[src/design/lattice_cosine_transform_unit_macros.svh]
// Assertion helpers
`ifndef LATTICE_COSINE_TRANSFORM_UNIT_MACROS_SVH
`define LATTICE_COSINE_TRANSFORM_UNIT_MACROS_SVH

// same-cycle implication
`define LCT_ASSERT_IMP(lbl, ante, cons) \
  lbl: assert property (@(posedge clk_i) disable iff (!rst_ni) (ante) |-> (cons)) \
    else $error("lct check failed");

// next-cycle implication
`define LCT_ASSERT_NXT(lbl, ante, cons) \
  lbl: assert property (@(posedge clk_i) disable iff (!rst_ni) (ante) |=> (cons)) \
    else $error("lct check failed");

`endif

[src/design/lct_pkg.sv]
`timescale 1ns / 1ps
package lct_pkg;

  localparam int MAX_POINTS     = 1024;
  localparam int ADDR_W         = $clog2(MAX_POINTS);
  localparam int CNT_W          = ADDR_W + 1;
  localparam int IW             = 8;
  localparam int SUM_W          = IW + ADDR_W;
  localparam int WEIGHT_W       = 32;
  localparam int POINT_W        = 3 * IW + WEIGHT_W;
  localparam int PHASE_W        = 16;
  localparam int DIV_W          = PHASE_W + IW;
  localparam int COS_TABLE_BITS = 10;
  localparam int COS_LEN        = (1 << COS_TABLE_BITS) + 1;
  localparam int COS_W          = 16;
  localparam int PROD_W         = WEIGHT_W + COS_W;
  localparam int ACC_W          = PROD_W + ADDR_W;
  localparam int VALUE_W        = 48;
  localparam int QDEPTH         = 2;

  localparam longint Q30_ONE     = 64'sd1 << 30;
  localparam longint HALF_PI_Q30 = 64'sd1686629713;

  typedef enum logic [1:0] {
    KIND_LOAD  = 2'd0,
    KIND_QUERY = 2'd1,
    KIND_CLEAR = 2'd2
  } kind_e;

  typedef enum logic [1:0] {
    STAT_OK       = 2'd0,
    STAT_NOT_FULL = 2'd1,
    STAT_EMPTY    = 2'd2,
    STAT_OUTSIDE  = 2'd3
  } status_e;

  typedef struct packed {
    logic [IW-1:0]    ix;
    logic [IW-1:0]    iy;
    logic [IW-1:0]    iz;
    logic [IW:0]      nx;
    logic [IW:0]      ny;
    logic [IW:0]      nz;
    logic [CNT_W-1:0] count;
    status_e          status;
  } job_t;

  typedef logic signed [COS_W-1:0] cos_rom_t [COS_LEN];

  // divide by (2k-1)*(2k), truncating toward zero
  function automatic longint taylor_div(longint v, int k);
    case (k)
      1:       return v / 64'sd2;
      2:       return v / 64'sd12;
      3:       return v / 64'sd30;
      4:       return v / 64'sd56;
      5:       return v / 64'sd90;
      6:       return v / 64'sd132;
      7:       return v / 64'sd182;
      8:       return v / 64'sd240;
      9:       return v / 64'sd306;
      default: return v / 64'sd380;
    endcase
  endfunction

  // Q1.15 quarter-wave cosine, Taylor series in Q30
  function automatic cos_rom_t build_cos_rom();
    cos_rom_t t;
    longint   x;
    longint   x2;
    longint   term;
    longint   sum;
    longint   r;
    int       e;
    int       k;
    for (e = 0; e < COS_LEN - 1; e++) begin
      x    = (HALF_PI_Q30 * longint'(e)) >>> COS_TABLE_BITS;
      x2   = (x * x) / Q30_ONE;
      term = Q30_ONE;
      sum  = Q30_ONE;
      for (k = 1; k <= 10; k++) begin
        term = -taylor_div((term * x2) / Q30_ONE, k);
        sum  = sum + term;
      end
      if (sum < 0) sum = 0;
      r = (sum * 32767 + (64'sd1 <<< 29)) / Q30_ONE;
      if (r > 32767) r = 32767;
      t[e] = COS_W'(r);
    end
    t[COS_LEN-1] = '0;
    return t;
  endfunction

endpackage

[src/design/lct_queue.sv]
`timescale 1ns / 1ps
module lct_queue import lct_pkg::*; (
  input  logic clk_i,
  input  logic rst_ni,
  input  logic push_i,
  input  job_t job_i,
  input  logic pop_i,
  output job_t job_o,
  output logic full_o,
  output logic empty_o
);

  localparam int PW = $clog2(QDEPTH);
  localparam int FW = $clog2(QDEPTH + 1);

  job_t          slot_q [QDEPTH];
  logic [PW-1:0] wr_q;
  logic [PW-1:0] rd_q;
  logic [FW-1:0] fill_q;

  assign full_o  = fill_q == FW'(QDEPTH);
  assign empty_o = fill_q == '0;
  assign job_o   = slot_q[rd_q];

  always_ff @(posedge clk_i) begin
    if (push_i) slot_q[wr_q] <= job_i;
  end

  always_ff @(posedge clk_i or negedge rst_ni) begin
    if (!rst_ni) begin
      wr_q   <= '0;
      rd_q   <= '0;
      fill_q <= '0;
    end else begin
      if (push_i) wr_q <= (wr_q == PW'(QDEPTH - 1)) ? '0 : wr_q + PW'(1);
      if (pop_i)  rd_q <= (rd_q == PW'(QDEPTH - 1)) ? '0 : rd_q + PW'(1);
      if (push_i && !pop_i)      fill_q <= fill_q + FW'(1);
      else if (pop_i && !push_i) fill_q <= fill_q - FW'(1);
    end
  end

endmodule

[config.mk]
export PLATFORM = sky130hd
export DESIGN_NAME = lct_queue
export DESIGN_NICKNAME = d
export VERILOG_FILES = /design/src/design/lattice_cosine_transform_unit_macros.svh /design/src/design/lct_pkg.sv /design/src/design/lct_queue.sv
export SDC_FILE = /design/constraint.sdc
export NUM_CORES = 1
export LEC_CHECK = 0
export BUFFER_PORTS_ARGS = -buffer_cell sky130_fd_sc_hd__buf_4
export CAP_MARGIN = 40
export CELL_PAD_IN_SITES_DETAIL_PLACEMENT = 2
export CELL_PAD_IN_SITES_GLOBAL_PLACEMENT = 2
export CORE_MARGIN = 1
export CORE_UTILIZATION = 25
export CTS_BUF_LIST = sky130_fd_sc_hd__clkbuf_8
export CTS_CLUSTER_SIZE = 16
export DETAILED_ROUTE_END_ITERATION = 10
export PLACE_DENSITY_LB_ADDON = 0.1
export SYNTH_ARGS = -nofsm -noshare
export SYNTH_HDL_FRONTEND = slang
export SYNTH_SLANG_ARGS = --single-unit
[constraint.sdc]
create_clock -name clk_i -period 4 [get_ports clk_i]
set_clock_uncertainty 0.05 [all_clocks]
set_input_delay 0.2 -clock clk_i [delete_from_list [all_inputs] [get_ports clk_i]]
set_output_delay 0.2 -clock clk_i [all_outputs]
set_load 0.05 [all_outputs]
# Word-level counts from Yosys, hierarchy flattened
# Memories as Yosys holds them, arrays and structs flattened.
# Index checks and enable logic that the tools add are counted.
# totals
rom_bits,0
ram_bits,128
latchBits,0
input_bits,68
elab_cells,21
out_inout_bits,66
mem_count,1
register_bits,4
# classes
bitwise_logic,0
add_sub_neg,4
n_mux,6
n_eq_ne,1
div,0
order_cmp,0
shift,0
multipliers,0
reduce_logical,6
# memory_table
memory,depth,width,read_ports,rd_ports_with_merged_regs,wr,line,source
slot_q,2,64,1,0,1,lct_queue.sv:16,job_t slot_q [QDEPTH];
# op_table
op,count
$mux W1,4
$mux W2,2
$add A1 B1 Y1 const B,2
$add A2 B1 Y2 const B,1
$eq A2 B2 Y1 const B,1
$logic_and A1 B1 Y1,2
$logic_not A1 Y1,2
$logic_not A2 Y1,1
$reduce_bool A2 Y1,1
$sub A2 B1 Y2 const B,1

# Depth between registers and ports, before layout
# depth
depth_word,4
depth_mapped,5
mapped_depth_nobuf,5

# Worst setup path before layout
# Ideal clock, no wire load.
# synth_timing
path_kind,register to register
startpoint,reg wr_q
endpoint,mem slot_q[0][0] in the netlist's numbering (enable)
path_buffers,0
synth_period_minus_slack_ns,3.791
path_slack_ns,0.209
arrival_time_ns,3.247
setup_ns,0.494
path_stages_with_launch,2
path_cell_list,dfrtp_1 nor2b_1
# synth_rtl
item,line,source
"start, declared",lct_queue.sv:17,logic [PW-1:0] wr_q;
"start signal, assigned",lct_queue.sv:35,if (push_i) wr_q <= (wr_q == PW'(QDEPTH - 1)) ? '0 : wr_q + PW'(1);
"end, declared",lct_queue.sv:16,
# No word-level cell before the write port.

==> impl_results.md <==
- Status: complete, no violations
- Placer congestion estimate: 0.674
- CP most frequent cell: buf_4
- Initial Utilization: 0.257
- DR DRC count: 0
- # diodes: 0
- Fmax: 377 MHz
- Worst-Margin Slew: roughly 830 ps
- Register bit total from synthesis: 132
- Post-route ant nets: 0
- Post-synth cell types: 13
- Critical Path Sink Type: output pin
- Vias in the first global route: 3,103
- Mapped Area: 5010 µm²
- Syn Nets: 284
- Placed cell count: 611
- Final worst path period share: 0.663
- Critical Path Slowest Stage Cell: dfrtp_4
- Cell Area, Placed: 6360 µm²
- Final Hold Vio Count: 0
- Pwr dens: between 700 and 800 nW/µm²
- Die height: 144 µm
- Crit path max fanout: 42
- Core area: 19,500 µm²
- CTS tree: yes
- Final Instance Area: around 7400 µm²
- Sequential area share after synthesis: 0.787
- Top post-synthesis cells by area: edfxtp_1 77%, mux2_4 15%, mux2_2 3.1%, dfrtp_1 2.0%, buf_6 1.3%
- Post-synth EDFFs: about 130
- Initial antenna violation count: 0
- Hold WC Path Type: input pin to async pin
- Crit Path Class: register to output pin
- Vias: 2,742
- Finish-stage setup viols: 0
- Synth warn: 0
- Relative slew slack: 0.445
- Largest net degree at the start of global routing: 43
- Layout net count: roughly 500
- Crit path arrival time: roughly 2400 ps
- Post-synth top area share: 0.767
- IO buf count: 133
- Area Overhead vs Synth: 48.6%
- Most common cell in the netlist: edfxtp_1
- Comb pwr share: 0.427
- H-tree depth: 4
- First-pass GRT wire length: 15.9 mm
- Clock Sinks: between 100 and 150
- Die Area: ~20,000 µm²
- Setup TNS Final: 0 ps
- P_int: 3440 µW
- Drt first-iter violations: slightly above 70
- Postcts setup bufs: 0
- Setup crit start kind: register
- Die W: 144 µm
- Unrepaired setup endpoints after global routing: false
- Max Slew Vio Count: 0
- Clk root buf: clkbuf_8
- I/O pins: 134
- Share of cells above drive strength 1: 0.529
- Synth cell count leaders: 128 x edfxtp_1, 50 x mux2_4, 14 x mux2_2
- Max-capacitance violation count: 0
- Worst vdd ir: 276 µV
- Net Sw Power: approximately 2200 µW
- Ys async rst share: 0.0303
- Reg power frac: 0.361
- Gr usage total: 0.108
- Max Buffers Root-to-Sink: 2
- DRT Pass-1 Iters: 4
- Routed wire length per instance: 15.0 µm
- Final wirelength: 10.6 mm
- LEAKAGE: slightly below 0.003 µW
- # rows: ~50
- Largest area contributor in the netlist: edfxtp_1
- CP Buf/Inv Count: 2
- CP delay by family, top: flip-flops
- Critical Path Start: rd_q
- CP required: approximately 3800 ps
- Clock latency at the later pin of the worst-skew pair: 430 ps
- Slowest stage delay, CP: 990 ps
- Switch share: 0.389
- GRT Residual Overflow: 0
- Post-Layout Cell Count: 709
- Avg Cell Area, Syn: ~23 µm²
- Cell Chain, Critical Path: buf_4 > mux2_2 > buf_4
- Synth Flop Type: edfxtp_1
- Tmin final: 2650 ps
- Worst r2r src: rd_q
- Post-Syn Instances: 215
- DR vias/cell: about 3.9
- Clock share of power: 0.212
- Reg clk slew, reported paths: 80 ps
- Num CTS Buffers: 17
==> path summary, 6_finish.rpt <==
check	to	slack [ps]	cells past startpoint
setup / recovery	job_o[40]	1350	3
hold reg to reg	fill_q[1]	440	1
hold / removal	fill_q[1]	50	2
min in group clk_i	slot_q[0][52]	440	2
setup reg to reg	rd_q	2310	2
max in group asynchronous	rd_q	3730	2
==> cell usage in the layout (no fill, tap or decap) <==
| cell type | synthesis | routed |
|---|---|---|
| clkinv_1 | 0 | 1 |
| clkinv_2 | 0 | 4 |
| and2_4 | 0 | 1 |
| clkinvlp_4 | 0 | 1 |
| inv_1 | 1 | 1 |
| inv_6 | 0 | 1 |
| dfrtp_1 | 4 | 3 |
| bufinv_16 | 0 | 4 |
| mux2_2 | 14 | 14 |
| clkinv_4 | 0 | 3 |
| mux2_4 | 50 | 50 |
| edfxtp_1 | 128 | 128 |
| buf_12 | 0 | 3 |
| dfrtp_4 | 0 | 1 |
| nor2_1 | 2 | 2 |
| dlygate4sd3_1 | 0 | 67 |
| clkbuf_8 | 0 | 17 |
| buf_4 | 0 | 135 |
| ha_1 | 1 | 1 |
| nor2b_1 | 2 | 1 |
| xor2_1 | 4 | 4 |
| xnor2_1 | 1 | 1 |
| nor2b_4 | 0 | 1 |
==> registers in the layout, indices dropped and copies added, names as in the netlist <==
name    count
slot_q    128
wr_q        1
fill_q      2
rd_q        1
==> power by group through the flow <==
| stage | clock network (µW) | registers (µW) | logic, µW |
|---|---|---|---|
| 2_1_floorplan | 0 | 1940 | 1870 |
| 3_3_place_gp | 0 | 2070 | 2370 |
| 3_5_place_dp | 0 | 2070 | 2400 |
| 4_1_cts | 1260 | 2040 | 2450 |
| 5_1_grt | 1300 | 2070 | 2510 |
| 6_report | 1200 | 2030 | 2410 |
==> metal layers <==
layer  global-route usage  part of all wire
met2                0.190              0.54
met5                    0                 0
met3               0.0403             0.054
met4               0.0521             0.016
met1                0.113              0.39
==> logic make-up (layout without fill, tap and decap cells) <==
logic type | Yosys count | after routing | synth area share
adder cells (fa/ha/maj) | 1 | 1 | 0.00250
XOR/XNOR | 5 | 5 | 0.00874
AND/OR/NAND/NOR | 5 | 5 | 0.00524
multiplexers | 64 | 64 | 0.181
buffers and inverters | 8 | 237 | 0.0152
flip-flops | 132 | 132 | 0.787
==> stage by stage <==
step	worst slack, ps	util	hold WS (ps)	total power [µW]
after floorplan	209	-	-146	3810
after global placement	1760	0.324	-47.6	4430
after detailed placement	1780	0.326	-47.8	4470
after CTS	1260	0.381	7.97	5750
after global routing	1190	0.381	15.9	5880
final	1350	0.381	52.9	5630
==> final cells by class <==
| cell class | count | area, µm² |
|---|---|---|
| flip-flops and latches | 132 | 3950 |
| repair buffers | 205 | 1740 |
| well taps | 265 | 332 |
| clock buffers | 17 | 234 |
| clock inverters | 14 | 186 |
| fillers | 1944 | 12100 |
| multi-input cells | 75 | 1000 |
| inverters | 1 | 3.75 |
==> worst reg2reg max path, stage by stage, from the launching register on <==
cell     delay, ps
dfrtp_4        990
buf_4          410
xor2_1         160
==> what timing repair did <==
action | 4_1_cts | 5_1_grt
endpoints found under the hold margin | 134 | 0
gates resized for setup | 0 | 0
hold buffers | 67 | 0
No activity file was read; power rests on OpenSTA's default activity.
