### src/design/lattice_cosine_transform_unit_macros.svh
// Assertion helpers
`ifndef LATTICE_COSINE_TRANSFORM_UNIT_MACROS_SVH
`define LATTICE_COSINE_TRANSFORM_UNIT_MACROS_SVH

// same-cycle implication
`define LCT_ASSERT_IMP(lbl, ante, cons) \
  lbl: assert property (@(posedge clk_i) disable iff (!rst_ni) (ante) |-> (cons)) \
    else $error("lct check failed");

// next-cycle implication
`define LCT_ASSERT_NXT(lbl, ante, cons) \
  lbl: assert property (@(posedge clk_i) disable iff (!rst_ni) (ante) |=> (cons)) \
    else $error("lct check failed");

`endif

### src/design/lct_pkg.sv
`timescale 1ns / 1ps
package lct_pkg;

  localparam int MAX_POINTS     = 1024;
  localparam int ADDR_W         = $clog2(MAX_POINTS);
  localparam int CNT_W          = ADDR_W + 1;
  localparam int IW             = 8;
  localparam int SUM_W          = IW + ADDR_W;
  localparam int WEIGHT_W       = 32;
  localparam int POINT_W        = 3 * IW + WEIGHT_W;
  localparam int PHASE_W        = 16;
  localparam int DIV_W          = PHASE_W + IW;
  localparam int COS_TABLE_BITS = 10;
  localparam int COS_LEN        = (1 << COS_TABLE_BITS) + 1;
  localparam int COS_W          = 16;
  localparam int PROD_W         = WEIGHT_W + COS_W;
  localparam int ACC_W          = PROD_W + ADDR_W;
  localparam int VALUE_W        = 48;
  localparam int QDEPTH         = 2;

  localparam longint Q30_ONE     = 64'sd1 << 30;
  localparam longint HALF_PI_Q30 = 64'sd1686629713;

  typedef enum logic [1:0] {
    KIND_LOAD  = 2'd0,
    KIND_QUERY = 2'd1,
    KIND_CLEAR = 2'd2
  } kind_e;

  typedef enum logic [1:0] {
    STAT_OK       = 2'd0,
    STAT_NOT_FULL = 2'd1,
    STAT_EMPTY    = 2'd2,
    STAT_OUTSIDE  = 2'd3
  } status_e;

  typedef struct packed {
    logic [IW-1:0]    ix;
    logic [IW-1:0]    iy;
    logic [IW-1:0]    iz;
    logic [IW:0]      nx;
    logic [IW:0]      ny;
    logic [IW:0]      nz;
    logic [CNT_W-1:0] count;
    status_e          status;
  } job_t;

  typedef logic signed [COS_W-1:0] cos_rom_t [COS_LEN];

  // divide by (2k-1)*(2k), truncating toward zero
  function automatic longint taylor_div(longint v, int k);
    case (k)
      1:       return v / 64'sd2;
      2:       return v / 64'sd12;
      3:       return v / 64'sd30;
      4:       return v / 64'sd56;
      5:       return v / 64'sd90;
      6:       return v / 64'sd132;
      7:       return v / 64'sd182;
      8:       return v / 64'sd240;
      9:       return v / 64'sd306;
      default: return v / 64'sd380;
    endcase
  endfunction

  // Q1.15 quarter-wave cosine, Taylor series in Q30
  function automatic cos_rom_t build_cos_rom();
    cos_rom_t t;
    longint   x;
    longint   x2;
    longint   term;
    longint   sum;
    longint   r;
    int       e;
    int       k;
    for (e = 0; e < COS_LEN - 1; e++) begin
      x    = (HALF_PI_Q30 * longint'(e)) >>> COS_TABLE_BITS;
      x2   = (x * x) / Q30_ONE;
      term = Q30_ONE;
      sum  = Q30_ONE;
      for (k = 1; k <= 10; k++) begin
        term = -taylor_div((term * x2) / Q30_ONE, k);
        sum  = sum + term;
      end
      if (sum < 0) sum = 0;
      r = (sum * 32767 + (64'sd1 <<< 29)) / Q30_ONE;
      if (r > 32767) r = 32767;
      t[e] = COS_W'(r);
    end
    t[COS_LEN-1] = '0;
    return t;
  endfunction

endpackage

### src/design/lct_front.sv
`timescale 1ns / 1ps
module lct_front import lct_pkg::*; (
  input  logic                clk_i,
  input  logic                rst_ni,
  input  logic                in_valid_i,
  output logic                in_stall_o,
  input  logic [1:0]          kind_i,
  input  logic [IW-1:0]       index_x_i,
  input  logic [IW-1:0]       index_y_i,
  input  logic [IW-1:0]       index_z_i,
  input  logic [WEIGHT_W-1:0] weight_i,
  input  logic                back_idle_i,
  input  logic                q_full_i,
  input  logic                q_empty_i,
  output logic                q_push_o,
  output job_t                q_job_o,
  output logic                ram_we_o,
  output logic [ADDR_W-1:0]   ram_waddr_o,
  output logic [POINT_W-1:0]  ram_wdata_o
);

  logic signed [IW-1:0]    min_q [3];
  logic signed [IW-1:0]    max_q [3];
  logic signed [SUM_W-1:0] sum_q [3];
  logic [CNT_W-1:0]        count_q;
  logic signed [IW-1:0]    idx [3];
  logic [IW:0]             size [3];
  logic                    accept;
  logic                    is_load;
  logic                    is_query;
  logic                    is_clear;
  logic                    outside;
  logic                    sums_nz;

  assign idx[0] = $signed(index_x_i);
  assign idx[1] = $signed(index_y_i);
  assign idx[2] = $signed(index_z_i);

  assign is_load  = kind_i == KIND_LOAD;
  assign is_query = kind_i == KIND_QUERY;
  assign is_clear = kind_i == KIND_CLEAR;

  assign in_stall_o = in_valid_i &&
                      ((is_clear && !(back_idle_i && q_empty_i)) || (is_query && q_full_i));
  assign accept     = in_valid_i && !in_stall_o;

  assign ram_we_o    = accept && is_load && (count_q != CNT_W'(MAX_POINTS));
  assign ram_waddr_o = count_q[ADDR_W-1:0];
  assign ram_wdata_o = {index_x_i, index_y_i, index_z_i, weight_i};

  always_comb begin
    outside = 1'b0;
    sums_nz = 1'b0;
    for (int d = 0; d < 3; d++) begin
      size[d] = ({max_q[d][IW-1], max_q[d]} - {min_q[d][IW-1], min_q[d]}) + (IW+1)'(1);
      if (idx[d] < min_q[d] || idx[d] > max_q[d]) outside = 1'b1;
      if (sum_q[d] != '0) sums_nz = 1'b1;
    end
  end

  always_comb begin
    q_job_o.ix    = index_x_i;
    q_job_o.iy    = index_y_i;
    q_job_o.iz    = index_z_i;
    q_job_o.nx    = size[0];
    q_job_o.ny    = size[1];
    q_job_o.nz    = size[2];
    q_job_o.count = count_q;
    if (count_q == '0)  q_job_o.status = STAT_EMPTY;
    else if (sums_nz)   q_job_o.status = STAT_NOT_FULL;
    else if (outside)   q_job_o.status = STAT_OUTSIDE;
    else                q_job_o.status = STAT_OK;
  end

  assign q_push_o = accept && is_query;

  always_ff @(posedge clk_i or negedge rst_ni) begin
    if (!rst_ni) begin
      count_q <= '0;
      for (int d = 0; d < 3; d++) begin
        min_q[d] <= '0;
        max_q[d] <= '0;
        sum_q[d] <= '0;
      end
    end else if (accept && is_clear) begin
      count_q <= '0;
      for (int d = 0; d < 3; d++) begin
        min_q[d] <= '0;
        max_q[d] <= '0;
        sum_q[d] <= '0;
      end
    end else if (ram_we_o) begin
      count_q <= count_q + CNT_W'(1);
      for (int d = 0; d < 3; d++) begin
        if (idx[d] < min_q[d]) min_q[d] <= idx[d];
        if (idx[d] > max_q[d]) max_q[d] <= idx[d];
        sum_q[d] <= sum_q[d] + {{(SUM_W-IW){idx[d][IW-1]}}, idx[d]};
      end
    end
  end

endmodule

### config.mk
export PLATFORM = sky130hd
export DESIGN_NAME = lct_front
export DESIGN_NICKNAME = d
export VERILOG_FILES = /design/src/design/lattice_cosine_transform_unit_macros.svh /design/src/design/lct_pkg.sv /design/src/design/lct_front.sv
export SDC_FILE = /design/constraint.sdc
export NUM_CORES = 1
export LEC_CHECK = 0
export BUFFER_PORTS_ARGS = -buffer_cell sky130_fd_sc_hd__buf_2
export CAP_MARGIN = 20
export CORE_AREA = 5 5 167 169
export CTS_CLUSTER_DIAMETER = 80
export DETAILED_ROUTE_END_ITERATION = 6
export DIE_AREA = 0 0 172 174
export HOLD_SLACK_MARGIN = 0.02
export PLACE_DENSITY_LB_ADDON = 0.12
export SKIP_LAST_GASP = 1
export SLEW_MARGIN = 10
export SYNTH_ARGS = -nofsm -noshare
export SYNTH_HDL_FRONTEND = slang
export SYNTH_SLANG_ARGS = --single-unit
### constraint.sdc
create_clock -name clk_i -period 7.5 [get_ports clk_i]
set_input_delay 0.75 -clock clk_i [delete_from_list [all_inputs] [get_ports clk_i]]
set_output_delay 0.75 -clock clk_i [all_outputs]
set_load 0.005 [all_outputs]
After elaboration in Yosys (flattened, before gate mapping):

Cells that the tools add are included.

* add/sub/neg operators: 10
* order comparisons: 6
* eq/ne operators: 3
* mux-type cells: 23
* reductions and logical operators: 33

Operator list (count)
* 54-bit two-way mux: 2
* 24-bit two-way mux: 4
* 18-bit adder: 3
* 18-bit nonzero test: 3
* 8-bit two-way mux: 6
* 9-bit by 1-bit adder with 9-bit output, second input constant: 3
* 8-bit by 8-bit subtractor with 9-bit output: 3
* 8-bit > comparator: 3
* 8-bit less-than comparator: 3
* 11-bit two-way mux: 2
* 2-bit nonzero test: 7
* 2-bit AND reduction: 6
* 11-bit by 1-bit adder with 11-bit output, second input constant: 1
* 11-bit logical NOT: 1
* 11-bit inequality test, second input constant: 1
* 1-bit logical AND: 9
* 1-bit two-way mux: 6
* 2-bit two-way mux: 3
* 1-bit logical OR: 4
* 2-bit by 1-bit == test with 1-bit output, second input constant: 1
* 2-bit == test, second input constant: 1
* 1-bit logical NOT: 2
* 2-bit logical NOT: 1

* register bits: 113
* input port bits: 64
* output and inout bits: 133
* logic and storage cells: 85

Longest topological paths before layout:

* depth after elaboration: 11
* gate-level depth with buffers: 12
* mapped depth without buffers: 12

Worst setup path before layout:

No wires, ideal clock.

* kind: input -> output
* start: in index_y_i[5]
* end: out q_job_o[1] (netlist name)
* arrival time: 2.339 ns
* data required time: 6.750 ns
* setup slack: 4.411 ns
* stages: 7
* path buffers: 0
* cell sequence: ha_1 > a21o_1 > a2111oi_0 > a221oi_2 > nor3_1 > nand4_1 > a21o_1

RTL lines
* start: declaration: RTL line lct_front.sv:9 `input logic [IW-1:0] index_y_i,`
* end: declaration: RTL line lct_front.sv:16 `output job_t q_job_o,`

==> results.cfg <==
[clock_network]
cts_tree = built
numCtsBuffers = 17
post_cts_resize_count = 0
cts_post_setup_buffers_inserted = 0
cts.sinks = 113
clockBufferDepth = 2
cts_htree_levels = 4
path_clk_slew_ps = 50
clkLatencyLatePin_ps = 410
cts-hold-fix-buffers = 0
cts-root-buf = clkbuf_16

[grt]
grt_max_degree = 70
grt_pass1_wl_um = 39800
met2_usage_pct = 26.2
met1_usage_pct = 23.4
grt_overflow_total = 0
grt-busiest-layer = met2
grt_util_met3_pct = 2.46
grt_pass1_vias = 7783
grt.total_usage_pct = 16.4
antenna_found_initial = 0

[critical_path]
path_delay_family = compound AO/OA/AOI/OAI gates
crit_chain = buf_2, ha_1, inv_1, a2111oi_0, a221oi_2, nor3_1, nand4_1, a21o_1, buf_2
path_buf_inv = 3
cpMaxStageDelayCell = a2111oi_0
cp_max_fo = 23
cp_data_required_time_ps = 6750
end_kind = primary output
cpPeakStageDelay_ps = 470
critPathLaunchType = input port
worstPathArrival_ps = 3000
timing_worst_setup_path_type = input port to primary output
path_common_cell = buf_2

[sta]
min_period_over_period_pct = 49.9
relSlewSlack_pct = 39.7
finClkSkew_ps = 9.68
setup_violations = 0
worstMarginPinSlew_ps = 904
finalMaxSlewViolations = 0
period_needed_ps = 3750
rsz0062_at_grt = no
max_freq_mhz = 267
setup_tns_ps = 0
finalHoldViolCount = 0

[floorplan]
start_util_pct = 38.2
chipWidth_um = 172
die_h_um = 174
fp.coreArea_um2 = 26400
ioPinCount = 197
dieArea_um2 = 29900
num_rows = 60

[synthesis]
synth_ff_type = dfrtp_1
yosys_warnings = 0
syn_avg_cell_area_um2 = 8.83
synth_top_area_share_pct = 28.0
syn_area_um2 = 10100
ys_ff_latch = 113
synth_edf_count = 0
synth.largest_area_cell = dfrtp_1
synth_cell_type_count = 70
synth_seq_area_share_pct = 28.0
postSynthCellCount = 1143
synth_area_leaders = dfrtp_1 28%, ha_1 18%, buf_4 6.7%, mux2i_1 4.1%, a21oi_1 3.6%
ys_async_sr_fraction_pct = 100
synth_nets = 1356

[detailed_routing]
drt-initial-drc-count = 335
wl_um = 24200
drtAntennaViolNets = 0
vias_per_cell = 5.15
drtPass1Iterations = 5
vias = 7886
wire_per_inst_um = 15.8
route.detailed.drc = 0

[status]
status = finished, final reports clean

[min_path]
hold_class = input port to asynchronous set/reset pin

[power]
power_density_nw_per_um2 = 445
vdd_ir_drop_max_uv = 274
p_leak_nw = 5.41
finalPower_mw = 4.89

[place]
dpl.hpwl_um = 17900
gp_congestion = 0.839
portBuffers = 132

[cells_and_area]
drive_gt1_share_pct = 16.1
nets = 1390
final_common_cell = ha_1
antenna_cells = 0
final_cell_mix = 143 x ha_1, 131 x buf_2, 113 x dfrtp_1
area_delta_synth_final_pct = 8.87

[run]
maxCapViolations = 0
registers in the layout (all words and copies together) (netlist names):
signal and flops:
sum_q 54, max_q 24, min_q 24, count_q 11
through the flow:
stage               std cells  worst slack, ps  hold WS (ps)  cell area (um^2)  util [%]
floorplan                1143             4410           437             10100         -
global placement         1499             3780           463             10400      39.4
detailed placement       1499             3730           477             10400      39.4
CTS                      1530             3720           375             11000      41.6
global route             1530             3490           405             11000      41.6
finish                   1530             3750           358             11000      41.6
cell usage after synthesis, drive strengths merged (2+ instances only):
library cell	instances
o211ai	4
nor3b	2
inv	89
nand4	16
a21o	23
o211a	2
o31ai	8
or4b	2
a31oi	10
o2111ai	3
nand2b	10
a21oi	75
xnor2	35
nor2b	12
nand3	72
a211oi	9
or3	7
nor4	15
o21ba	2
fa	6
nand2	47
mux2i	41
and4	2
nor3	17
buf	106
dfrtp	113
a2111oi	4
nor2	89
and2	7
clkbuf	17
ha	143
and3	9
a21boi	2
xor2	29
o41ai	2
o21bai	15
o21ai	68
o21a	16
worst paths after layout:
path / start / end / slack (ps) / cells after the start
setup / recovery: index_y_i[7] / q_job_o[1] / 3750 / 9
hold reg to reg: sum_q[53] / sum_q[53] / 480 / 1
hold / removal: rst_ni / min_q[3] / 360 / 1
min in group clk_i: sum_q[53] / sum_q[53] / 480 / 1
max in group asynchronous: rst_ni / sum_q[47] / 5780 / 2
setup reg to reg: count_q[4] / max_q[4] / 4490 / 9
cells by family (layout without fill, tap and decap cells):
family / count (synthesis) / count (layout) / synth area share (%)
xor gates and xnor gates: 64 / 64 / 5.55
AOI/OAI and AO/OA: 252 / 252 / 16.8
DFF: 113 / 113 / 28.0
and+or+nand+nor: 312 / 312 / 15.2
buffers and inverters: 212 / 258 / 11.4
adders and majority gates: 149 / 149 / 18.9
muxes: 41 / 41 / 4.07
metal layers:
layer,vias up,routed length [um]
met4,0,204
li1,4032,-
met2,122,10900
met3,14,864
met5,-,0
met1,3718,12200
power by group:
part / leakage, nW / internal [mW] / total [mW] / switching, mW
combinational: 3.70 / 1.43 / 3.00 / 1.58
clock: 0.281 / 0.511 / 0.789 / 0.278
sequential: 1.43 / 0.870 / 1.10 / 0.230
final cells by class:
cell class,count,area (um^2)
well taps,341,427
multi-input cells,818,6120
fillers,2697,15400
clock inverters,6,80.1
flip-flops and latches,113,2830
clock buffers,25,485
repair buffers,138,708
inverters,89,334
Power figures use the tool's default switching activity.
