File: config.mk
export PLATFORM = sky130hd
export DESIGN_NAME = lct_ram
export DESIGN_NICKNAME = d
export VERILOG_FILES = /design/src/design/lattice_cosine_transform_unit_macros.svh /design/src/design/lct_ram.sv
export SDC_FILE = /design/constraint.sdc
export NUM_CORES = 1
export LEC_CHECK = 0
export BUFFER_PORTS_ARGS = -buffer_cell sky130_fd_sc_hd__buf_2
export CORE_ASPECT_RATIO = 0.75
export CORE_MARGIN = 2
export CORE_UTILIZATION = 50
export CTS_CLUSTER_DIAMETER = 80
export DETAILED_ROUTE_END_ITERATION = 16
export PLACE_DENSITY = 0.78
export SKIP_LAST_GASP = 1
export SLEW_MARGIN = 20
export SYNTH_ARGS = -nofsm -noshare
export SYNTH_HDL_FRONTEND = slang
export SYNTH_SLANG_ARGS = --single-unit
export TNS_END_PERCENT = 5
File: constraint.sdc
create_clock -name clk_i -period 2.8 [get_ports clk_i]
set_clock_uncertainty 0.1 [all_clocks]
set_input_delay 0.84 -clock clk_i [delete_from_list [all_inputs] [get_ports clk_i]]
set_output_delay 0.84 -clock clk_i [all_outputs]
set_load 0.02 [all_outputs]
File: src/design/lattice_cosine_transform_unit_macros.svh
// Assertion helpers
`ifndef LATTICE_COSINE_TRANSFORM_UNIT_MACROS_SVH
`define LATTICE_COSINE_TRANSFORM_UNIT_MACROS_SVH

// same-cycle implication
`define LCT_ASSERT_IMP(lbl, ante, cons) \
  lbl: assert property (@(posedge clk_i) disable iff (!rst_ni) (ante) |-> (cons)) \
    else $error("lct check failed");

// next-cycle implication
`define LCT_ASSERT_NXT(lbl, ante, cons) \
  lbl: assert property (@(posedge clk_i) disable iff (!rst_ni) (ante) |=> (cons)) \
    else $error("lct check failed");

`endif

File: src/design/lct_ram.sv
`timescale 1ns / 1ps
module lct_ram #(
  parameter int WIDTH = 8,
  parameter int DEPTH = 16
) (
  input  logic                     clk_i,
  input  logic                     we_i,
  input  logic [$clog2(DEPTH)-1:0] waddr_i,
  input  logic [WIDTH-1:0]         wdata_i,
  input  logic [$clog2(DEPTH)-1:0] raddr_i,
  output logic [WIDTH-1:0]         rdata_o
);

  logic [WIDTH-1:0] mem [DEPTH];

  always_ff @(posedge clk_i) begin
    if (we_i) mem[waddr_i] <= wdata_i;
    rdata_o <= mem[raddr_i];
  end

endmodule

==> After elaboration in Yosys (flattened, before gate mapping) <==
Memory sizes are Yosys's and may differ from the RTL's. A register that Yosys moved wholly into a read port is not among the register bits.
Cells that the tools add are included.
{ "totals": {"out_inout_bits": 8, "latchBits": 0, "regBits": 0, "n_memories": 1, "rom_bits": 0, "ramBits": 128, "wordCells": 3, "input_bits": 18} }
{ "op_classes": {"magnitude_cmp": 0, "n_addsub": 0, "bitwise": 0, "n_div": 0, "reduce_logical": 0, "n_eq_ne": 0, "shift": 0, "mux": 2, "multipliers": 0} }
{ "memory_table": {"columns": ["name", "depth", "word_bits", "rd", "rd_ports_with_merged_regs", "write_ports", "line", "rtl"], "rows": [
  ["mem", 16, 8, 1, 1, 1, "lct_ram.sv:14", "logic [WIDTH-1:0] mem [DEPTH];"]
]} }
{ "ops": {"columns": ["op", "count"], "rows": [
  ["1-bit 2-to-1 mux", 2]
]} }

==> Longest topological paths before layout <==
Gate-level depths: netlist of run 1.
{ "depth": {"ltp_word": 2, "depth_mapped": 5, "ltp_nobuf": 3} }

==> Worst setup path after synthesis of run 1 <==
No wires, ideal clock.
{ "synth_timing": {"kind": "input -> register", "from": "input waddr_i[2]", "to": "memory mem[0][0], enable pin", "required_ns": 2.317, "slack_ns": 0.367, "path_stages": 2, "path_buffers": 0, "t_arrival_ns": 1.950, "setup_ns": 0.383, "cell_sequence": "or3b_2 -> nor3_1"} }
{ "synth_rtl": {"columns": ["element", "line", "rtl"], "rows": [
  ["from (decl)", "lct_ram.sv:8", "input logic [$clog2(DEPTH)-1:0] waddr_i,"],
  ["to (decl)", "lct_ram.sv:14", null]
]} }
No word-level cell before the write port.

==> results of run 1 <==
## cell type report
cell class / instances / area [µm²] / share of cell area
Multi-Input combinational cell: 83 / 1060 / 0.173
Sequential cell: 136 / 4000 / 0.656
Antenna cell: 1 / 2.50 / 0.000410
Clock inverter: 14 / 135 / 0.0221
Tap cell: 136 / 170 / 0.0279
Clock buffer: 17 / 425 / 0.0697
Timing Repair Buffer: 46 / 308 / 0.0504
## layer usage
| layer | global-route usage | wire length [µm] | vias to the layer above |
|---|---|---|---|
| met5 | 0 | 0 | - |
| met4 | 0.0776 | 41 | 0 |
| met3 | 0.0510 | 898 | 4 |
| met2 | 0.286 | 4590 | 84 |
| met1 | 0.265 | 3900 | 1228 |
| li1 | - | - | 1086 |
## worst min-delay path: cells and delay by family (launching register included)
kind	cells	cell delay, ns
muxes	1	0.22
DFF	1	0.31
and+or+nand+nor	1	0.05
AOI/OAI and AO/OA	1	0.06
## worst max path at each step
stage | start | end | slack, ns | cells after the start
floorplan | waddr_i[2] | mem[0][0] | 0.37 | 2
global placement | raddr_i[0] | rdata_o[5] | 0.36 | 5
detailed placement | raddr_i[0] | rdata_o[1] | 0.30 | 5
CTS | raddr_i[0] | rdata_o[1] | 0.73 | 5
global route | raddr_i[0] | rdata_o[1] | 0.67 | 5
finish | raddr_i[0] | rdata_o[1] | 0.74 | 5
## Yosys cell counts, drive strengths merged
master         number
dfxtp               8
a22oi              16
nand3b              2
buf                 7
nor3                4
clkdlybuf4s25       3
nor2b               1
mux4               32
and2                1
and2b               1
or3b                1
nand2               9
nand3               1
nor2               13
edfxtp            128
nand2b              2
## flip-flops by register name, indices dropped and copies added, names as in the netlist
signal,cells
mem,128
rdata_o,8
## logic make-up after synthesis
group,synth area share
DFF,0.778
muxes,0.150
AOI/OAI and AO/OA,0.0233
and+or+nand+nor,0.0318
buffers and inverters,0.0168
## power groups by stage
stage / clock network, W / logic, W / registers (W)
after floorplan: 0 / 0.000116 / 0.00234
after global placement: 0 / 0.000217 / 0.00233
after detailed placement: 0 / 0.000226 / 0.00233
after CTS: 0.00212 / 0.000227 / 0.00229
after global routing: 0.00219 / 0.000244 / 0.00229
final: 0.00208 / 0.000224 / 0.00229
## per-stage QoR
step | util | std cells | area (µm²) | worst slack (ns)
floorplan | - | 229 | 5150 | 0.367
global placement | 0.545 | 401 | 5540 | 0.361
detailed placement | 0.545 | 401 | 5540 | 0.297
CTS | 0.600 | 432 | 6100 | 0.732
global route | 0.600 | 432 | 6100 | 0.665
finish | 0.600 | 433 | 6100 | 0.740
==> out/summary.md, run 1 <==
The flow ran to the end, and the final reports show no timing, DRC or antenna violations. The worst register-to-register path ends at rdata_o[1]. The top cell type's share of synthesized area is 0.747.

Clock-pin slew was measured on the worst setup and hold paths at 0.06 ns. For this run the aggregate overflow at the end of global routing stands at 0. The max-slew violation count was 0. The maximum fanout count along the critical path is 14. The tightest min-delay check is of the reg -> reg type. The switching power came out at 0.000928 W.

The sequential element share of the synthesized area is 0.778. The initial standard-cell utilization of the core is 0.506. Counting both buffers and inverters, the worst setup path holds a total of 2. The first global-routing pass estimated 14.5 mm of wire.

The worst setup path is launched from an input pin. The die boundary width is 121 µm, and the total power after layout is 0.00459 W. For the worst endpoint required time, the log shows 2.99 ns. The logs give 0.00366 W for the internal power and 247 for the total nets after synthesis. The port buffer count works out to 25. Setup repair after global routing left no endpoint under its margin. The run gives 5150 µm² as the total standard cell area after synthesis.

The tools report the overall track demand over capacity in global routing as 0.189. In this run, CTS created clock tree buffers numbering 17. After filler insertion, the fill cell instance count of the layout stands at 716. The tools report the critical path endpoint category as a register.

The type of the worst setup path was in -> reg. The part of the total power dissipated in combinational logic was 0.049. The post-DP HPWL is 6.03 mm.

The cell taking the most area after synthesis was sky130_fd_sc_hd__edfxtp_1. The floorplan step set the die height to 91.9 µm. The clock network latency to the later pin of the worst-skew pair is 0.41 ns, and the number of cells produced by synthesis is 229. The synthesized area per cell was 22.5 µm².

By area the synthesized netlist is led by sky130_fd_sc_hd__edfxtp_1 (75%), sky130_fd_sc_hd__mux4_2 (7.9%), sky130_fd_sc_hd__mux4_1 (7.1%). Highest-delay cell along the critical path: sky130_fd_sc_hd__mux4_1. The maximum vdd drop came out at 0.000556 V. The tools report the placer congestion estimate as 0.747. The number of antenna violations at the first check in global routing was 1. The number of nets in the layout is 302.

The setup slack on the worst flop-to-flop path was 1.36 ns; the total number of placement rows was 32. The terminating pin of the worst hold path was rdata_o[0]. The measured slew at the worst slew-check pin was 0.711 ns; the share of the clock period used by the worst path was 0.736.

In this run, synthesis produced a sequential element count of 136. The synthesis warning total is 0. Dividing total power by cell area gives a power density of 752 nW/µm².

The total negative slack for setup checks was 0 ns. On the final layout, the worst hold slack is 0.575 ns. After clock tree synthesis, the repair step resized 0 gates. Detailed routing inserted a total of 2,402 vias. In the layout the commonest cells are sky130_fd_sc_hd__edfxtp_1 (128), sky130_fd_sc_hd__buf_2 (25), sky130_fd_sc_hd__buf_4 (19). TritonCTS built the clock tree.

The pre-antenna-repair detailed-routing pass consisted of 6 iterations. The clock root buffer was sky130_fd_sc_hd__clkbuf_16. The signal on the critical path passes through buf_2 > buf_12 > mux4_1 > a22oi_1 > nand2_1. The achievable clock frequency is 486 MHz, and the delay of the slowest critical-path stage is 0.56 ns. The logs give 136 for the number of sinks handled by clock tree synthesis and 9.44 mm for the final wirelength. The clock network fraction of design power is 0.452, and the average wire length per cell after detail routing is 21.8 µm. The worst hold path begins at mem[12][0]. The depth of the most critical reg-to-reg path came out at 3. The worst register-to-register path begins at mem[8][1].

Most common library cell in the layout ignoring fill and taps: sky130_fd_sc_hd__edfxtp_1. The area growth from synthesis to layout came out at 18.5%. Synthesis instantiated 19 different standard cells from the library.

Across the run, the number of max-cap violations was 0. The H-tree was split into 4 levels. The count of cells along the worst hold path was 3; the number of buffers inserted to repair setup after CTS was 0. The logs give 17 for the maximum number of pins on one net before global-route repair and 0 for the count of hold buffers inserted by post-cts repair. The via count of the first global-routing pass is 2,557, and the number of ports placed on the die boundary is 26. After the first detailed-routing iteration, the DRC count stood at 273. The vias per cell was 5.55; the switching share of total power was 0.202. The die area was 11,100 µm²; the number of failing hold endpoints at the final stage was 0.

The tools report the maximum number of buffers from clock root to sink as 2. Among cell families on the critical path, the largest total delay comes from multiplexers. The core footprint was 10,200 µm²; the remaining number of nets flagged by the antenna check after routing was 0.

For the finished layout, the period the worst path requires is 2.06 ns. After detailed routing, the number of remaining DRC violations is 0. The fraction of final layout cells with drive strength greater than 1 was 0.324. The sequential group share of total power was 0.499; the headroom to the max-slew limit was 0.524.

For this design the static power due to leakage is 2.08 nW. Data on the critical path arrives at its endpoint at 2.25 ns. Setup violations remaining at the end of the flow were counted as 0.
(Power assumes the default switching activity.)
==> run 2, diff against run 1 <==
--- a/config.mk
+++ b/config.mk
@@ -5,13 +5,14 @@
 export SDC_FILE = /design/constraint.sdc
 export NUM_CORES = 1
 export LEC_CHECK = 0
+export ABC_AREA = 1
 export BUFFER_PORTS_ARGS = -buffer_cell sky130_fd_sc_hd__buf_2
 export CORE_ASPECT_RATIO = 0.75
 export CORE_MARGIN = 2
 export CORE_UTILIZATION = 50
 export CTS_CLUSTER_DIAMETER = 80
 export DETAILED_ROUTE_END_ITERATION = 16
-export PLACE_DENSITY = 0.78
+export PLACE_DENSITY = 0.81
 export SKIP_LAST_GASP = 1
 export SLEW_MARGIN = 20
 export SYNTH_ARGS = -nofsm -noshare
==> constraint.sdc (replaced) <==
create_clock -name clk_i -period 1.65 [get_ports clk_i]
set_clock_uncertainty 0.1 [all_clocks]
set_input_delay 0.495 -clock clk_i [delete_from_list [all_inputs] [get_ports clk_i]]
set_output_delay 0.495 -clock clk_i [all_outputs]
set_load 0.02 [all_outputs]
==> run 2 against run 1 <==
Critical path depth decreased by 4; sequential power increased by 69%; sequential cell count unchanged; clock power increased by 91%; register-to-register slack got worse by 0.91 ns; core utilization increased by 1.3 points; global-route usage increased by 4.1 points; combinational power increased by 140%; non-clock buffer count increased by 5; cell count increased by 73%; via count increased by 66%; final area increased by 11%; critical path type is now reg -> out; largest cell class unchanged.
==> out/summary.md, run 2 <==
The run finished with clean final reports. Proportion of synthesized area in mux cells: 0. Sorting the synthesized cells by area gives the leading types as sky130_fd_sc_hd__edfxtp_1 (67%), sky130_fd_sc_hd__nand2_1 (11%), sky130_fd_sc_hd__nand3_1 (8.4%). The tools report the count of hold buffers inserted by post-cts repair as 0.

Yosys mapped a number of flops with a built-in enable equal to 128. The synthesized netlist occupies a cell area of 5770 µm². During placement, the flow inserted port buffers numbering 25.

Most instantiated library cell after synthesis: sky130_fd_sc_hd__nand2_1. The initialized floorplan defines 33 standard-cell rows. Setup repair after global routing left no endpoint under its margin. The post-CTS clock slew at the launch and capture registers of the worst setup and hold paths is 0.06 ns.

The maximum fanout count along the critical path is 1, and the total nets after synthesis is 569. The clock root buffer is sky130_fd_sc_hd__clkbuf_16. The die boundary width was 128 µm.

The number of setup buffers added after CTS is 0. The top cell type's share of synthesized area is 0.667, and the power per unit of standard cell area is 1240 nW/µm². The achievable clock frequency came out at 665 MHz. Once detail routing completed, the nets flagged for antenna violations numbered 0. Final hold analysis gives a worst-case slack of 0.364 ns. In this run, distinct cell masters in the synthesized netlist total 12. For this block, the initial DRC count from the detailed router was 595. The die covers 12,400 µm².

The headroom to the max-slew limit was 0.707. The worst path meets setup with 0.146 ns of slack. The total area inside the core boundary comes to 11,100 µm². The fraction of synthesized cell area in xor and xnor cells works out to 0.

The number of ports placed on the die boundary is 26, and the standby leakage power is 2.97 nW. The internal power came out at 0.00662 W. The share of the clock period used by the worst path works out to 0.911. For the worst-skew pair, the clock arrives at the later sink with an insertion delay of 0.42 ns. Post-CTS repair changed the size of 0 cells.

By count the netlist is led by sky130_fd_sc_hd__nand2_1 (173), sky130_fd_sc_hd__edfxtp_1 (128), sky130_fd_sc_hd__inv_1 (100). The clock tree synthesis step divided the H-tree into 4 levels. Placer congestion estimate: 0.849. The proportion of register bits with asynchronous set or reset after synthesis works out to 0. The worst setup path is launched from a register. Leaving out fill and tap cells, the most frequent cell in the layout is sky130_fd_sc_hd__nand2_1. The sequential element share of the synthesized area is 0.694, and the pre-CTS setup slack is -0.0161 ns. Subtracting the final worst setup slack from the clock period gives 1.50 ns. The arithmetic-cell share of the synthesized area counting full adders, half adders and majority gates came out at 0.

After global routing the overflow that remains totals 0. The simple logic cell fraction of the synthesized area is 0.210, and the max-slew violation count is 0. Leaving out fill and tap cells, the most frequent cells in the layout are sky130_fd_sc_hd__nand2_1 (173), sky130_fd_sc_hd__edfxtp_1 (128), sky130_fd_sc_hd__inv_1 (100). The number of nets in the layout was 615; the arrival time reported for the critical path endpoint was 0.91 ns. The type of the worst setup path was reg -> out. The tightest min-delay check is of the in -> reg type. 0 antenna diodes ended up in the layout. Number of antenna violations at the first check in global routing: 0. The register bit total from synthesis came out at 136. The vias per cell is 5.31. The clock passes through at most 2 buffers. The critical path goes through buf_2. The tools report the sequential group share of total power as 0.463. Most flop-heavy register: mem. The largest total area in the synthesized netlist belongs to sky130_fd_sc_hd__edfxtp_1.

For the overall track demand over capacity in global routing, the log shows 0.230. The logs give 0.00148 V for the maximum vdd drop and 0 for the final setup violation count. The logs give 0.063 for the part of the total power dissipated in combinational logic and 0.474 for the clock network fraction of design power. Max-cap violations in this run came to 0. The logs give 0 for the number of failing hold endpoints at the final stage and 3,986 for the total number of vias. From bottom edge to top edge, the die measures 97.0 µm.

The via count of the first global-routing pass was 3,938. Worst endpoint required time: 1.05 ns. The tools report the number of cells produced by synthesis as 551. CTS saw 136 sinks. The number of flip-flops in the largest register is 128, and the synthesis warning total is 0. For the initial standard-cell utilization of the core, the log shows 0.521. TritonCTS built the clock tree. The compound-cell area share of the yosys netlist is 0. In this design, the largest share of critical-path delay is due to flip-flops.

The worst path buffer plus inverter count works out to 1. For this run, design rule violations remaining after detail routing come to 0. The area growth from synthesis to layout was 17.7%. The switching power came out at 0.00177 W. Switching share of total power: 0.211.

The first global-routing pass estimated 20.8 mm of wire. Entering global routing, the biggest net connects 41 pins. The largest registers in the layout are mem x128, rdata_o x8. In this run, placement finished with an instance count of 718. The run gives 8.11 mm as the post-DP HPWL. The final layout contains routed wiring with a total length of 13.2 mm. The measured slew at the worst slew-check pin is 0.440 ns, and the number of CTS-inserted buffers is 17. The average wire length per cell after detail routing came out at 17.6 µm.

The slowest stage of the critical path is the sky130_fd_sc_hd__dfxtp_1 cell. By area, the combinational part of the netlist is dominated by simple AND/OR/NAND/NOR gates. Commonest register cell after synthesis: sky130_fd_sc_hd__edfxtp_1. Excluding fillers, the count of instances in the completed layout stands at 750. The critical path endpoint category was a primary output. The delay of the slowest critical-path stage works out to 0.33 ns.

The first TritonRoute pass finished after 5 iterations. Fraction of final layout cells with drive strength greater than 1: 0.138. Each instance of the synthesized netlist takes up on average 10.5 µm².
==> run 2: logic make-up (layout without fill, tap and decap cells) <==
family                 count (synthesis)  in the layout
buffers and inverters                126            185
DFF                                  136            136
and+or+nand+nor                      289            289
==> run 2: area by class of cell <==
| type | instances | area (µm²) |
|---|---|---|
| clock buffer | 20 | 457 |
| clock inverter | 12 | 174 |
| fill | 851 | 4280 |
| inverter | 102 | 383 |
| multi-input combinational | 289 | 1210 |
| sequential | 136 | 4000 |
| tap | 140 | 175 |
| timing repair buffer | 51 | 383 |
==> run 2: routing by layer <==
metal | wire length [µm] | GRT usage | share of wire
met2 | 6150 | 0.348 | 0.47
met3 | 1300 | 0.0675 | 0.098
met1 | 5480 | 0.319 | 0.42
met4 | 272 | 0.0837 | 0.021
met5 | 0 | 0 | 0
==> run 2: final timing paths <==
check | startpoint | to | slack (ns) | cells past startpoint
worst min-delay path | raddr_i[3] | rdata_o[7] | 0.36 | 3
worst min register to register | mem[6][2] | rdata_o[2] | 0.57 | 6
worst max register to register | mem[9][6] | rdata_o[6] | 0.45 | 6
worst max-delay path | rdata_o[7] | rdata_o[7] | 0.15 | 1
==> run 2: stage by stage <==
| stage | area (µm²) | power, W | setup TNS [ns] | util |
|---|---|---|---|---|
| after global placement | 6160 | 0.00445 | 0 | 0.557 |
| after detailed placement | 6160 | 0.00447 | -0.0313 | 0.557 |
| final | 6790 | 0.00839 | 0 | 0.614 |
| after CTS | 6790 | 0.00840 | 0 | 0.614 |
| after floorplan | 5770 | 0.00425 | 0 | - |
| after global routing | 6790 | 0.00863 | 0 | 0.614 |
==> run 2: power by group through the flow <==
stage               Sequential, W  Combinational, W  Clock (W)
finish                    0.00388          0.000528    0.00398
global route              0.00389          0.000574    0.00416
CTS                       0.00389          0.000522    0.00399
detailed placement        0.00396          0.000518          0
global placement          0.00395          0.000500          0
floorplan                 0.00398          0.000272          0
